==> src/sv/atrp_pkg.sv <==
`timescale 1ns / 1ps
// ----------------------------------------------------------------------------
// atrp_pkg: shared widths, register indexes and the arctangent table
// Constants for the tilt angle pipeline (calibration, square root, CORDIC).
// ----------------------------------------------------------------------------
package atrp_pkg;

  localparam int AxisWidth  = 16;
  localparam int NumWidth   = 17;  // numerator may be -(-32768)
  localparam int SqHalfW    = 31;  // one square, unsigned
  localparam int SqWidth    = 32;  // sum of two squares
  localparam int RadWidth   = 48;  // sum of squares scaled by 2^16
  localparam int RootWidth  = 24;
  localparam int RemWidth   = 26;
  localparam int SqrtStages = RadWidth / 2;
  localparam int VecWidth   = 28;
  localparam int AngWidth   = 33;
  localparam int TableLen   = 24;
  localparam int TableFrac  = 24;
  localparam int CfgIdxW    = 2;

  localparam logic [CfgIdxW-1:0] CfgOffsetX = 2'd0;
  localparam logic [CfgIdxW-1:0] CfgOffsetY = 2'd1;
  localparam logic [CfgIdxW-1:0] CfgOffsetZ = 2'd2;

  // atan(2^-i) in degrees, scaled by 2^24
  localparam logic [30:0] AtanDegQ24 [TableLen] = '{
    31'd754974720, 31'd445687602, 31'd235489088, 31'd119537938,
    31'd60000934,  31'd30029717,  31'd15018523,  31'd7509720,
    31'd3754917,   31'd1877466,   31'd938734,    31'd469367,
    31'd234684,    31'd117342,    31'd58671,     31'd29335,
    31'd14668,     31'd7334,      31'd3667,      31'd1833,
    31'd917,       31'd458,       31'd229,       31'd115
  };

  // add a calibration offset and clamp to 16 signed bits
  function automatic logic signed [AxisWidth-1:0] sat_add16(
    input logic signed [AxisWidth-1:0] a,
    input logic signed [AxisWidth-1:0] b
  );
    logic signed [AxisWidth:0] s;
    s = {a[AxisWidth-1], a} + {b[AxisWidth-1], b};
    if (s[AxisWidth] != s[AxisWidth-1]) begin
      sat_add16 = s[AxisWidth] ? 16'sh8000 : 16'sh7fff;
    end else begin
      sat_add16 = s[AxisWidth-1:0];
    end
  endfunction

endpackage

==> src/sv/atrp_sqrt.sv <==
`timescale 1ns / 1ps
// ----------------------------------------------------------------------------
// atrp_sqrt: pipelined floor square root
// Takes sum of squares times 2^16, one root bit per stage; carries numerator.
// ----------------------------------------------------------------------------
module atrp_sqrt
  import atrp_pkg::*;
(
  input  logic                        clk_i,
  input  logic                        en_i,
  input  logic        [SqWidth-1:0]   sq_i,
  input  logic signed [NumWidth-1:0]  num_i,
  output logic        [RootWidth-1:0] root_o,
  output logic signed [NumWidth-1:0]  num_o
);

  logic        [RemWidth-1:0]  rem_q  [SqrtStages];
  logic        [RootWidth-1:0] root_q [SqrtStages];
  logic        [RadWidth-1:0]  rad_q  [SqrtStages];
  logic signed [NumWidth-1:0]  num_q  [SqrtStages];

  for (genvar k = 0; k < SqrtStages; k++) begin : g_stage
    logic        [RemWidth-1:0]  rem_c;
    logic        [RootWidth-1:0] root_c;
    logic        [RadWidth-1:0]  rad_c;
    logic signed [NumWidth-1:0]  num_c;
    logic        [RemWidth+1:0]  cat;
    logic        [RemWidth+1:0]  trial;

    if (k == 0) begin : g_first
      assign rem_c  = '0;
      assign root_c = '0;
      assign rad_c  = {sq_i, 16'h0000};
      assign num_c  = num_i;
    end else begin : g_next
      assign rem_c  = rem_q[k-1];
      assign root_c = root_q[k-1];
      assign rad_c  = rad_q[k-1];
      assign num_c  = num_q[k-1];
    end

    assign cat   = {rem_c, rad_c[RadWidth-1 -: 2]};
    assign trial = {2'b00, root_c, 2'b01};

    always_ff @(posedge clk_i) begin
      if (en_i) begin
        if (cat >= trial) begin
          rem_q[k]  <= RemWidth'(cat - trial);
          root_q[k] <= {root_c[RootWidth-2:0], 1'b1};
        end else begin
          rem_q[k]  <= RemWidth'(cat);
          root_q[k] <= {root_c[RootWidth-2:0], 1'b0};
        end
        rad_q[k] <= {rad_c[RadWidth-3:0], 2'b00};
        num_q[k] <= num_c;
      end
    end
  end

  assign root_o = root_q[SqrtStages-1];
  assign num_o  = num_q[SqrtStages-1];

endmodule

==> config.mk <==
export PLATFORM = sky130hd
export DESIGN_NAME = atrp_sqrt
export DESIGN_NICKNAME = d
export VERILOG_FILES = /design/src/sv/atrp_pkg.sv /design/src/sv/atrp_sqrt.sv
export SDC_FILE = /design/constraint.sdc
export NUM_CORES = 2
export LEC_CHECK = 0
export BUFFER_PORTS_ARGS = -buffer_cell sky130_fd_sc_hd__buf_2
export CAP_MARGIN = 15
export CORE_UTILIZATION = 59
export DETAILED_ROUTE_END_ITERATION = 6
export PLACE_DENSITY = 0.87
export SLEW_MARGIN = 5
export SYNTH_ARGS = -nofsm -noshare
export SYNTH_HDL_FRONTEND = slang
export SYNTH_SLANG_ARGS = --single-unit
==> constraint.sdc <==
create_clock -name clk_i -period 11.2 [get_ports clk_i]
set_clock_uncertainty 0.05 [all_clocks]
set_input_delay 0 -clock clk_i [delete_from_list [all_inputs] [get_ports clk_i]]
set_output_delay 0 -clock clk_i [all_outputs]
set_load 0.03 [all_outputs]
==> results.md <==
* Initial drt markers at between 2000 and 3000
* Commonest non-fill, non-tap cell in the layout: edfxtp_1
* Cell-internal power at 0.0110 W
* CTS tree: built
* Worst hold stages at 4
* Worst path top cell family by delay: compound AO/OA/AOI/OAI gates
* First-pass GRT wire length at roughly 200000 um
* Distinct cell type count after synthesis at 80
* Boundary Pins at 92
* Share of cells above drive strength 1 at 8.21%
* Slew margin rel. at 22.0%
* Count of final hold-check violations at 0
* WP buf/inv at 1
* Vias per inst at 5.68
* Sequential fraction of the synthesis area at around two thirds
* Critical path depth in cells at 12
* EDFF count, synth at 1503
* Synth Warn # at 0
* Cell Rows at ~120
* Total of max-cap violations at 0
* Placed cell count at 6445
* Status: finished, final reports clean
* Die area at roughly 120000 um2
* HPWL after detailed placement at 79500 um
* Asr flop ratio synth at 0%
* Initial Util at 59.5%
* Final net count at 5570
* Routed Antenna Nets at 0
* Final count of negative-setup-slack endpoints at 0
* Die H at 339 um
* Net Count, Synth at between 5000 and 6000
* CP cell instances: ha_1 -> fa_1 -> a211oi_1 -> o21ai_0 -> a31oi_1 -> o21ai_0 -> a211o_1 -> nor3_2 -> buf_4 -> or3_1 -> a211oi_1 -> xor2_1
* Longest Clk Path Bufs at 3
* Non-filler cells, final at a little under 7000
* Slew Viols, Final at 0
* Routed len/inst at around 18 um
* Mean Syn Cell Area at 13.6 um2
* Final RePlAce weighted congestion at about 0.9
* Clock power share at 34.1%
* FMAX at between 200 and 250 MHz
* Initial antenna violation count at 0
* Worst setup path category: reg2reg
* Commonest cells after routing, fill and taps aside: edfxtp_1, inv_1, nand2_1
* Total number of vias at a little under 40000
* Pwr/cell area at roughly 200 nW/um2
* Switch Pwr at around 0.0038 W
* # resized after CTS at 0
* Setup_tns at 0 ns
* Core Region at 113000 um2
* GRT Total Usage at a little over a fifth
* Combinational share of power at between 10% and 20%
* Crit path DAT at approximately 4.6 ns
* #FFs+latches synth at between 1500 and 2000
* Mapped Area at around 67000 um2
* Worst setup EP type: flip-flop
* DRC errors left at 0
* Clk_lat worst skew at 0.75 ns
* Min cycle time layout at between 4 and 5 ns
* Area Growth Syn to Fin at 12.4%
* Root buf cell: clkbuf_16
* Critical path fanouts, max at 36
* Slowest stage delay, CP at around 0.46 ns
* CTS H-tree depth at 4
* CTS sink cnt at 1504
* Peak VDD IR at ~0.14 mV
* Port Buffers at slightly above 90
* Worst slew pin tran at 1.16 ns
* Drt total wl at roughly 120000 um
* Die Wd at between 300 and 400 um
* CP startpoint kind: flip-flop
* Vias in the first global route at 39000
* CP required at 11.64 ns
* Top FF cell, synth: edfxtp_1
* Largest net degree at the start of global routing at roughly 220
* Fin crit share at 37.6%
* Clock slew at reported path FFs at 0.06 ns
* Synthesized instance count at slightly below 5000
* # diodes at 0
* Power share of the sequential group at between 40% and 50%
* FF-to-FF path depth at 12
* Net Sw Frac at between 20% and 30%
* Min-delay worst type: in2reg
* First-pass DRT Iterations at 6
* Grt ovf at 0
* RSZ-0062 raised after global routing: false
* Slowest CP cell: edfxtp_1
* Pleak at about 29 nW
* Clock buffer count from CTS at around 150
==> layer usage <==
layer | part of all wire, % | wire length, um | GRT usage (%)
met2 | 51 | 61100 | 36.9
met5 | 0 | 0 | 0
met3 | 4.7 | 5630 | 3.09
met1 | 41 | 49200 | 26.0
met4 | 3.2 | 3830 | 8.28
==> flip-flops by register name, summed over array words and instances (netlist names) <==
register	count
num_q	408
rem_q	556
root_q	300
rad_q	240
==> final timing paths <==
path                                               end                        from  slack [ns]
worst min register to register  num_q[2][73]$_DFFE_PP_      num_q[2][56]$_DFFE_PP_        0.36
worst min-delay path             rem_q[0][0]$_DFFE_PP_                    sq_i[30]        0.14
worst max register to register  rem_q[2][75]$_DFFE_PP_  rem_q[2][26]$_SDFFCE_PP0P_        6.99
worst max-delay path            rem_q[2][75]$_DFFE_PP_  rem_q[2][26]$_SDFFCE_PP0P_        6.99
==> kinds of logic after synthesis <==
kind of cell	Yosys count	share of synthesized area [%]
AO/OA/AOI/OAI	892	8.25
XOR/XNOR	440	5.75
adder cells (fa/ha/maj)	319	6.03
buffers and inverters	494	2.78
flip-flops	1504	67.3
multiplexers	43	0.711
AND/OR/NAND/NOR	1232	9.15
==> power groups by stage <==
stage	Clock [W]	Sequential, W	Combinational, W
3_5_place_dp	0	0.00752	0.00230
6_report	0.00507	0.00742	0.00237
3_3_place_gp	0	0.00749	0.00221
2_1_floorplan	0	0.00738	0.00179
5_1_grt	0.00539	0.00747	0.00265
4_1_cts	0.00517	0.00741	0.00236
==> through the flow <==
stage | hold WS [ns] | setup WS [ns] | util, % | total power (W) | cell area [um2]
6_report | 0.141 | 6.99 | 66.9 | 0.0149 | 75400
5_1_grt | 0.104 | 6.74 | 66.9 | 0.0155 | 75400
4_1_cts | 0.0697 | 7.02 | 66.9 | 0.0149 | 75300
3_5_place_dp | 0.128 | 7.05 | 61.5 | 0.00982 | 69300
3_3_place_gp | 0.126 | 7.22 | 61.5 | 0.00970 | 69300
2_1_floorplan | 0.0489 | 7.59 | - | 0.00916 | 67100
==> worst register-to-register path, delay by kind of cell (launching register included) <==
| family | cells | cell delay (ns) |
|---|---|---|
| flops | 1 | 0.46 |
| buf+inv | 1 | 0.34 |
| fa+ha+maj | 2 | 0.74 |
| simple gates | 2 | 0.45 |
| xor+xnor | 1 | 0.19 |
| compound gates | 6 | 1.72 |
==> cells in the mapped netlist, types with 31 or more instances <==
master    number  share of area, %
xnor2_1      223               2.9
nand4_1       45              0.42
mux2_2        37              0.62
nand3_1       66              0.49
nor4_1        56              0.52
xor2_1       217               2.8
or4_1         32              0.36
a21oi_1      236               1.8
or3_1         48              0.45
inv_1        392               2.2
clkbuf_1      97              0.54
ha_1         312               5.8
nand2b_1      55              0.51
nand2_1      364               2.0
nor2b_1       39              0.36
o21a_1        58              0.65
o21bai_1      31              0.35
a21o_1       121               1.4
nor2_1       262               1.5
edfxtp_1    1503                67
nor3_1       119              0.89
o21ai_0      264               2.0
==> repair_timing <==
action,CTS,global route
endpoints found under the hold margin,185,0
hold buffers,99,0
setup buffers,0,0
==> layout make-up <==
cell class | count | area [um2]
clock inverter | 95 | 1060
inverter | 392 | 1470
fill | 7479 | 37300
timing repair buffer | 224 | 1740
clock buffer | 179 | 3980
multi-input combinational | 2926 | 20100
sequential | 1504 | 45200
tap | 1500 | 1880
(Power assumes the default switching activity.)
