--- src/sv/atrp_pkg.sv ---
`timescale 1ns / 1ps
// ----------------------------------------------------------------------------
// atrp_pkg: shared widths, register indexes and the arctangent table
// Constants for the tilt angle pipeline (calibration, square root, CORDIC).
// ----------------------------------------------------------------------------
package atrp_pkg;

  localparam int AxisWidth  = 16;
  localparam int NumWidth   = 17;  // numerator may be -(-32768)
  localparam int SqHalfW    = 31;  // one square, unsigned
  localparam int SqWidth    = 32;  // sum of two squares
  localparam int RadWidth   = 48;  // sum of squares scaled by 2^16
  localparam int RootWidth  = 24;
  localparam int RemWidth   = 26;
  localparam int SqrtStages = RadWidth / 2;
  localparam int VecWidth   = 28;
  localparam int AngWidth   = 33;
  localparam int TableLen   = 24;
  localparam int TableFrac  = 24;
  localparam int CfgIdxW    = 2;

  localparam logic [CfgIdxW-1:0] CfgOffsetX = 2'd0;
  localparam logic [CfgIdxW-1:0] CfgOffsetY = 2'd1;
  localparam logic [CfgIdxW-1:0] CfgOffsetZ = 2'd2;

  // atan(2^-i) in degrees, scaled by 2^24
  localparam logic [30:0] AtanDegQ24 [TableLen] = '{
    31'd754974720, 31'd445687602, 31'd235489088, 31'd119537938,
    31'd60000934,  31'd30029717,  31'd15018523,  31'd7509720,
    31'd3754917,   31'd1877466,   31'd938734,    31'd469367,
    31'd234684,    31'd117342,    31'd58671,     31'd29335,
    31'd14668,     31'd7334,      31'd3667,      31'd1833,
    31'd917,       31'd458,       31'd229,       31'd115
  };

  // add a calibration offset and clamp to 16 signed bits
  function automatic logic signed [AxisWidth-1:0] sat_add16(
    input logic signed [AxisWidth-1:0] a,
    input logic signed [AxisWidth-1:0] b
  );
    logic signed [AxisWidth:0] s;
    s = {a[AxisWidth-1], a} + {b[AxisWidth-1], b};
    if (s[AxisWidth] != s[AxisWidth-1]) begin
      sat_add16 = s[AxisWidth] ? 16'sh8000 : 16'sh7fff;
    end else begin
      sat_add16 = s[AxisWidth-1:0];
    end
  endfunction

endpackage

--- src/sv/atrp_cordic.sv ---
`timescale 1ns / 1ps
// ----------------------------------------------------------------------------
// atrp_cordic: pipelined vectoring CORDIC, one rotation per stage
// Gives atan(num / den) in degrees, rounded and clamped to 16 bits.
// ----------------------------------------------------------------------------
module atrp_cordic
  import atrp_pkg::*;
#(
  parameter int ANGLE_FRAC_BITS = 8,
  parameter int CORDIC_STEPS    = 16
) (
  input  logic                        clk_i,
  input  logic                        en_i,
  input  logic        [RootWidth-1:0] den_i,
  input  logic signed [NumWidth-1:0]  num_i,
  output logic signed [AxisWidth-1:0] angle_o
);

  localparam int Shift = TableFrac - ANGLE_FRAC_BITS;
  localparam logic signed [AngWidth-1:0] Half  = AngWidth'(1) <<< (Shift - 1);
  localparam logic signed [AngWidth-1:0] Ninety = AngWidth'(90) <<< ANGLE_FRAC_BITS;

  logic signed [VecWidth-1:0] vx_q  [CORDIC_STEPS];
  logic signed [VecWidth-1:0] vy_q  [CORDIC_STEPS];
  logic signed [AngWidth-1:0] ang_q [CORDIC_STEPS];
  logic                       zero_q [CORDIC_STEPS];
  logic                       pos_q  [CORDIC_STEPS];
  logic                       neg_q  [CORDIC_STEPS];

  for (genvar i = 0; i < CORDIC_STEPS; i++) begin : g_step
    logic signed [VecWidth-1:0] cx, cy, dx, dy;
    logic signed [AngWidth-1:0] ca, step;
    logic                       cz, cp, cn;

    if (i == 0) begin : g_first
      assign cx = VecWidth'(signed'({1'b0, den_i}));
      assign cy = VecWidth'(signed'({num_i, 8'h00}));
      assign ca = '0;
      assign cz = (den_i == '0);
      assign cp = !num_i[NumWidth-1] && (num_i != '0);
      assign cn = num_i[NumWidth-1];
    end else begin : g_next
      assign cx = vx_q[i-1];
      assign cy = vy_q[i-1];
      assign ca = ang_q[i-1];
      assign cz = zero_q[i-1];
      assign cp = pos_q[i-1];
      assign cn = neg_q[i-1];
    end

    assign dx   = cy >>> i;
    assign dy   = cx >>> i;
    assign step = AngWidth'(signed'({1'b0, AtanDegQ24[i]}));

    always_ff @(posedge clk_i) begin
      if (en_i) begin
        if (!cy[VecWidth-1]) begin
          vx_q[i]  <= cx + dx;
          vy_q[i]  <= cy - dy;
          ang_q[i] <= ca + step;
        end else begin
          vx_q[i]  <= cx - dx;
          vy_q[i]  <= cy + dy;
          ang_q[i] <= ca - step;
        end
        zero_q[i] <= cz;
        pos_q[i]  <= cp;
        neg_q[i]  <= cn;
      end
    end
  end

  logic signed [AngWidth-1:0] rnd;
  logic signed [AngWidth-1:0] sel;

  always_comb begin
    rnd = (ang_q[CORDIC_STEPS-1] + Half) >>> Shift;
    if (zero_q[CORDIC_STEPS-1]) begin
      if (pos_q[CORDIC_STEPS-1]) begin
        sel = Ninety;
      end else if (neg_q[CORDIC_STEPS-1]) begin
        sel = -Ninety;
      end else begin
        sel = '0;
      end
    end else begin
      sel = rnd;
    end
    if (sel > AngWidth'(32767)) begin
      angle_o = 16'sh7fff;
    end else if (sel < -AngWidth'(32768)) begin
      angle_o = 16'sh8000;
    end else begin
      angle_o = sel[AxisWidth-1:0];
    end
  end

endmodule

--- config.mk ---
export PLATFORM = sky130hd
export DESIGN_NAME = atrp_cordic
export DESIGN_NICKNAME = d
export VERILOG_FILES = /design/src/sv/atrp_pkg.sv /design/src/sv/atrp_cordic.sv
export SDC_FILE = /design/constraint.sdc
export NUM_CORES = 2
export LEC_CHECK = 0
export BUFFER_PORTS_ARGS = -buffer_cell sky130_fd_sc_hd__buf_4
export CAP_MARGIN = 20
export CORE_ASPECT_RATIO = 0.9
export CORE_MARGIN = 4
export CORE_UTILIZATION = 30
export DETAILED_ROUTE_END_ITERATION = 7
export GPL_TIMING_DRIVEN = 1
export PLACE_DENSITY = 0.55
export SLEW_MARGIN = 5
export SYNTH_ARGS = -nofsm -noshare
export SYNTH_HDL_FRONTEND = slang
export SYNTH_SLANG_ARGS = --single-unit
--- constraint.sdc ---
create_clock -name clk_i -period 5.65 [get_ports clk_i]
set_input_delay 0.565 -clock clk_i [delete_from_list [all_inputs] [get_ports clk_i]]
set_output_delay 0.565 -clock clk_i [all_outputs]
set_load 0.1 [all_outputs]
==> summary.txt <==
Run status
  • Status: completed

Place
  • Port bufs: 58
  • Dpl hpwl: 208 mm
  • Dpl ws: approximately 0.54 ns
  • Routability cong.: 0.881
  • Placed instance count: 15.8k

Global routing
  • Pin count of the biggest net entering global routing: 130
  • M2 GR Usage: 22.7%
  • Antenna violations before repair: 2
  • Total grt overflow: 0
  • Met3 global-route usage: 1.64%
  • Vias in the first global route: 77.3k
  • Tot GR Track Use: approximately 14%
  • Met1 Use GR: 19.5%
  • Grt peak-use layer: met2
  • Global-route wire length before repair: between 400 and 500 mm

Logic synthesis
  • Synth top area share: around a third
  • Seq/Total Area, Yosys: 35.3%
  • Ys Warns: 0
  • Syn Nets: 12.5k
  • Post-synth EDFFs: 1,255
  • Cell variety after synth: 82
  • Post-Syn Instances: between 10k and 15k
  • FFs w/ async S/R, synth: 0%
  • Mean Syn Cell Area: 9.58 um^2
  • Post-synthesis register bit count: 1,255
  • Synth area leaders: edfxtp_1 35%, ha_1 15%, xnor2_1 8.1%
  • Yosys top cell by area: edfxtp_1
  • Most used DFF post-synth: edfxtp_1
  • Mapped cell area: around 0.11 mm^2

Setup path
  • CP arrival: 5.67 ns
  • CP Class: reg2reg
  • Crit path cell chain: nor3_1, nand2b_1, or4_1, nor2_1, nand2_1, nor4_1, nor2_1, xnor2_1, ha_1, o21ai_0, nand2b_1, a2111oi_0, nor2_1, a211oi_1, o21bai_1, xor2_1
  • Worst EP required: roughly 6.2 ns
  • Startpoint types: register
  • Most frequent CP cell: nor2_1
  • Critical path buffers and inverters: 0
  • CP max FO: 5
  • CP max stage delay: 0.76 ns
  • Crit path max-delay family: simple AND/OR/NAND/NOR gates
  • Crit. End Element: register
  • Slowest CP cell: a2111oi_0

Clocking
  • Hold Buf Count CTS: 9
  • Postcts setup bufs: 0
  • Clk sinks: 1,255
  • H-tree Lvls: 4
  • Buffer levels on the longest clock path: 4
  • Number of buffers created by CTS: 154
  • Root buf cell: clkbuf_16
  • Worst-skew pair later-pin latency: between 0.8 and 0.9 ns
  • TritonCTS clock tree: yes
  • CTS-repair resized insts: 0
  • Reg clk slew, reported paths: 0.06 ns

Cells and area
  • Most frequent cells in the layout: 1,275 x ha_1, 1,255 x edfxtp_1, 1,035 x a21oi_1
  • Layout Nets: 12.7k
  • Area Overhead vs Synth: 10.7%
  • Commonest non-fill, non-tap cell in the layout: ha_1
  • Share of post-route cells with drive strength above 1: 4.57%
  • Fin cells: 16.1k

STA
  • Max-slew violations: 0
  • Final Cycle Share: 90.2%
  • Worst setup margin: 0.551 ns
  • Final Critical Period: 5.10 ns
  • Final setup vio count: 0
  • Actual slew at the worst max-slew pin: 0.981 ns
  • Fmax: 196 MHz
  • Final hold slack: 0.294 ns
  • RSZ-0062 raised after global routing: false
  • Setup_tns: 0 ns
  • Layout Skew: ~0.048 ns
  • Final Hold Fails: 0
  • Relative slew margins: about a third

Die
  • Die W: 637 um
  • Row cnt: between 200 and 250
  • Num ports: 59
  • Die footprint: 0.365 mm^2
  • Initial Utilization: 30.2%
  • Die Height: 574 um
  • CORE AREA: 0.354 mm^2

Drt
  • 1st-iter DRT viols: between 5k and 6k
  • Routed WL: 263 mm
  • Routed Antenna Nets: 0
  • WL/cell: between 15 and 20 um
  • Pre-antenna DRT Iters: 6
  • Via count: between 80k and 90k
  • Vias per cell: roughly 5
  • DRC viols: 0

Job
  • Max cap viols: 0

Min path
  • Hold crit path type: in2reg
## sequential cells by signal (all words and copies together) (netlist names)
signal and flops:
ang_q 441, vy_q 390, vx_q 376, neg_q 16
pos_q 16, zero_q 16
## cells in the mapped netlist (90+ instances only)
cell,instances
clkbuf_1,155
nand2b_1,204
a31oi_1,101
o21a_1,143
or3_1,90
nor3_1,334
nor2b_1,156
xnor2_1,986
o31ai_1,134
o21bai_1,141
ha_1,1275
xor2_1,506
nor2_1,870
nor4_1,90
nand3_1,176
o21ai_0,648
nand2_1,645
edfxtp_1,1255
a21o_1,481
inv_1,510
and3_1,121
a21oi_1,1035
## worst paths after layout
| kind | from | end | slack, ns | cells past startpoint |
|---|---|---|---|---|
| worst max-delay path | vy_q[0][208] | vx_q[1][25] | 0.55 | 16 |
| worst min-delay path | den_i[15] | zero_q[0][0] | 0.29 | 4 |
| worst max register to register | vy_q[0][208] | vx_q[1][25] | 0.55 | 16 |
| worst min register to register | pos_q[0][7] | pos_q[1][0] | 0.39 | 0 |
## worst register-to-register path: stages, from the launching register on
cell and delay [ns]:
edfxtp_1 0.50, nor3_1 0.28, nand2b_1 0.13, or4_1 0.44, nor2_1 0.13, nand2_1 0.10
nor4_1 0.70, nor2_1 0.15, xnor2_1 0.17, ha_1 0.35, o21ai_0 0.18, nand2b_1 0.08
a2111oi_0 0.76, nor2_1 0.12, a211oi_1 0.43, o21bai_1 0.15, xor2_1 0.15
## layout make-up
cell class                 count  area [um^2]
clock buffer                 178         4030
antenna                        1         2.50
multi-input combinational   9191        66400
clock inverter                95          764
tap                         4702         5880
fill                       36439       236000
inverter                     518         1940
sequential                  1255        37700
timing repair buffer         176         1450
## cells by family after synthesis
logic type | count (synthesis) | synth area share (%)
flops | 1255 | 35.3
xor+xnor | 1492 | 12.2
compound gates | 3300 | 19.7
buf+inv | 696 | 2.45
fa+ha+maj | 1321 | 15.8
simple gates | 3005 | 13.7
mux | 73 | 0.714
## layer usage
metal	share of wire, %	wire length (um)
met5	0	0
met4	2.0	5290
met3	3.7	9610
met2	45	119000
met1	49	128000
## per-stage QoR
step	area (um^2)	utilization, %
2_1_floorplan	107000	-
3_3_place_gp	113000	32.0
3_5_place_dp	113000	32.0
4_1_cts	118000	33.4
5_1_grt	118000	33.4
6_report	118000	33.4
Power is left out: the tool's default activity adds up to more than one toggle a clock period on the data nets, which glitch-free logic cannot reach.
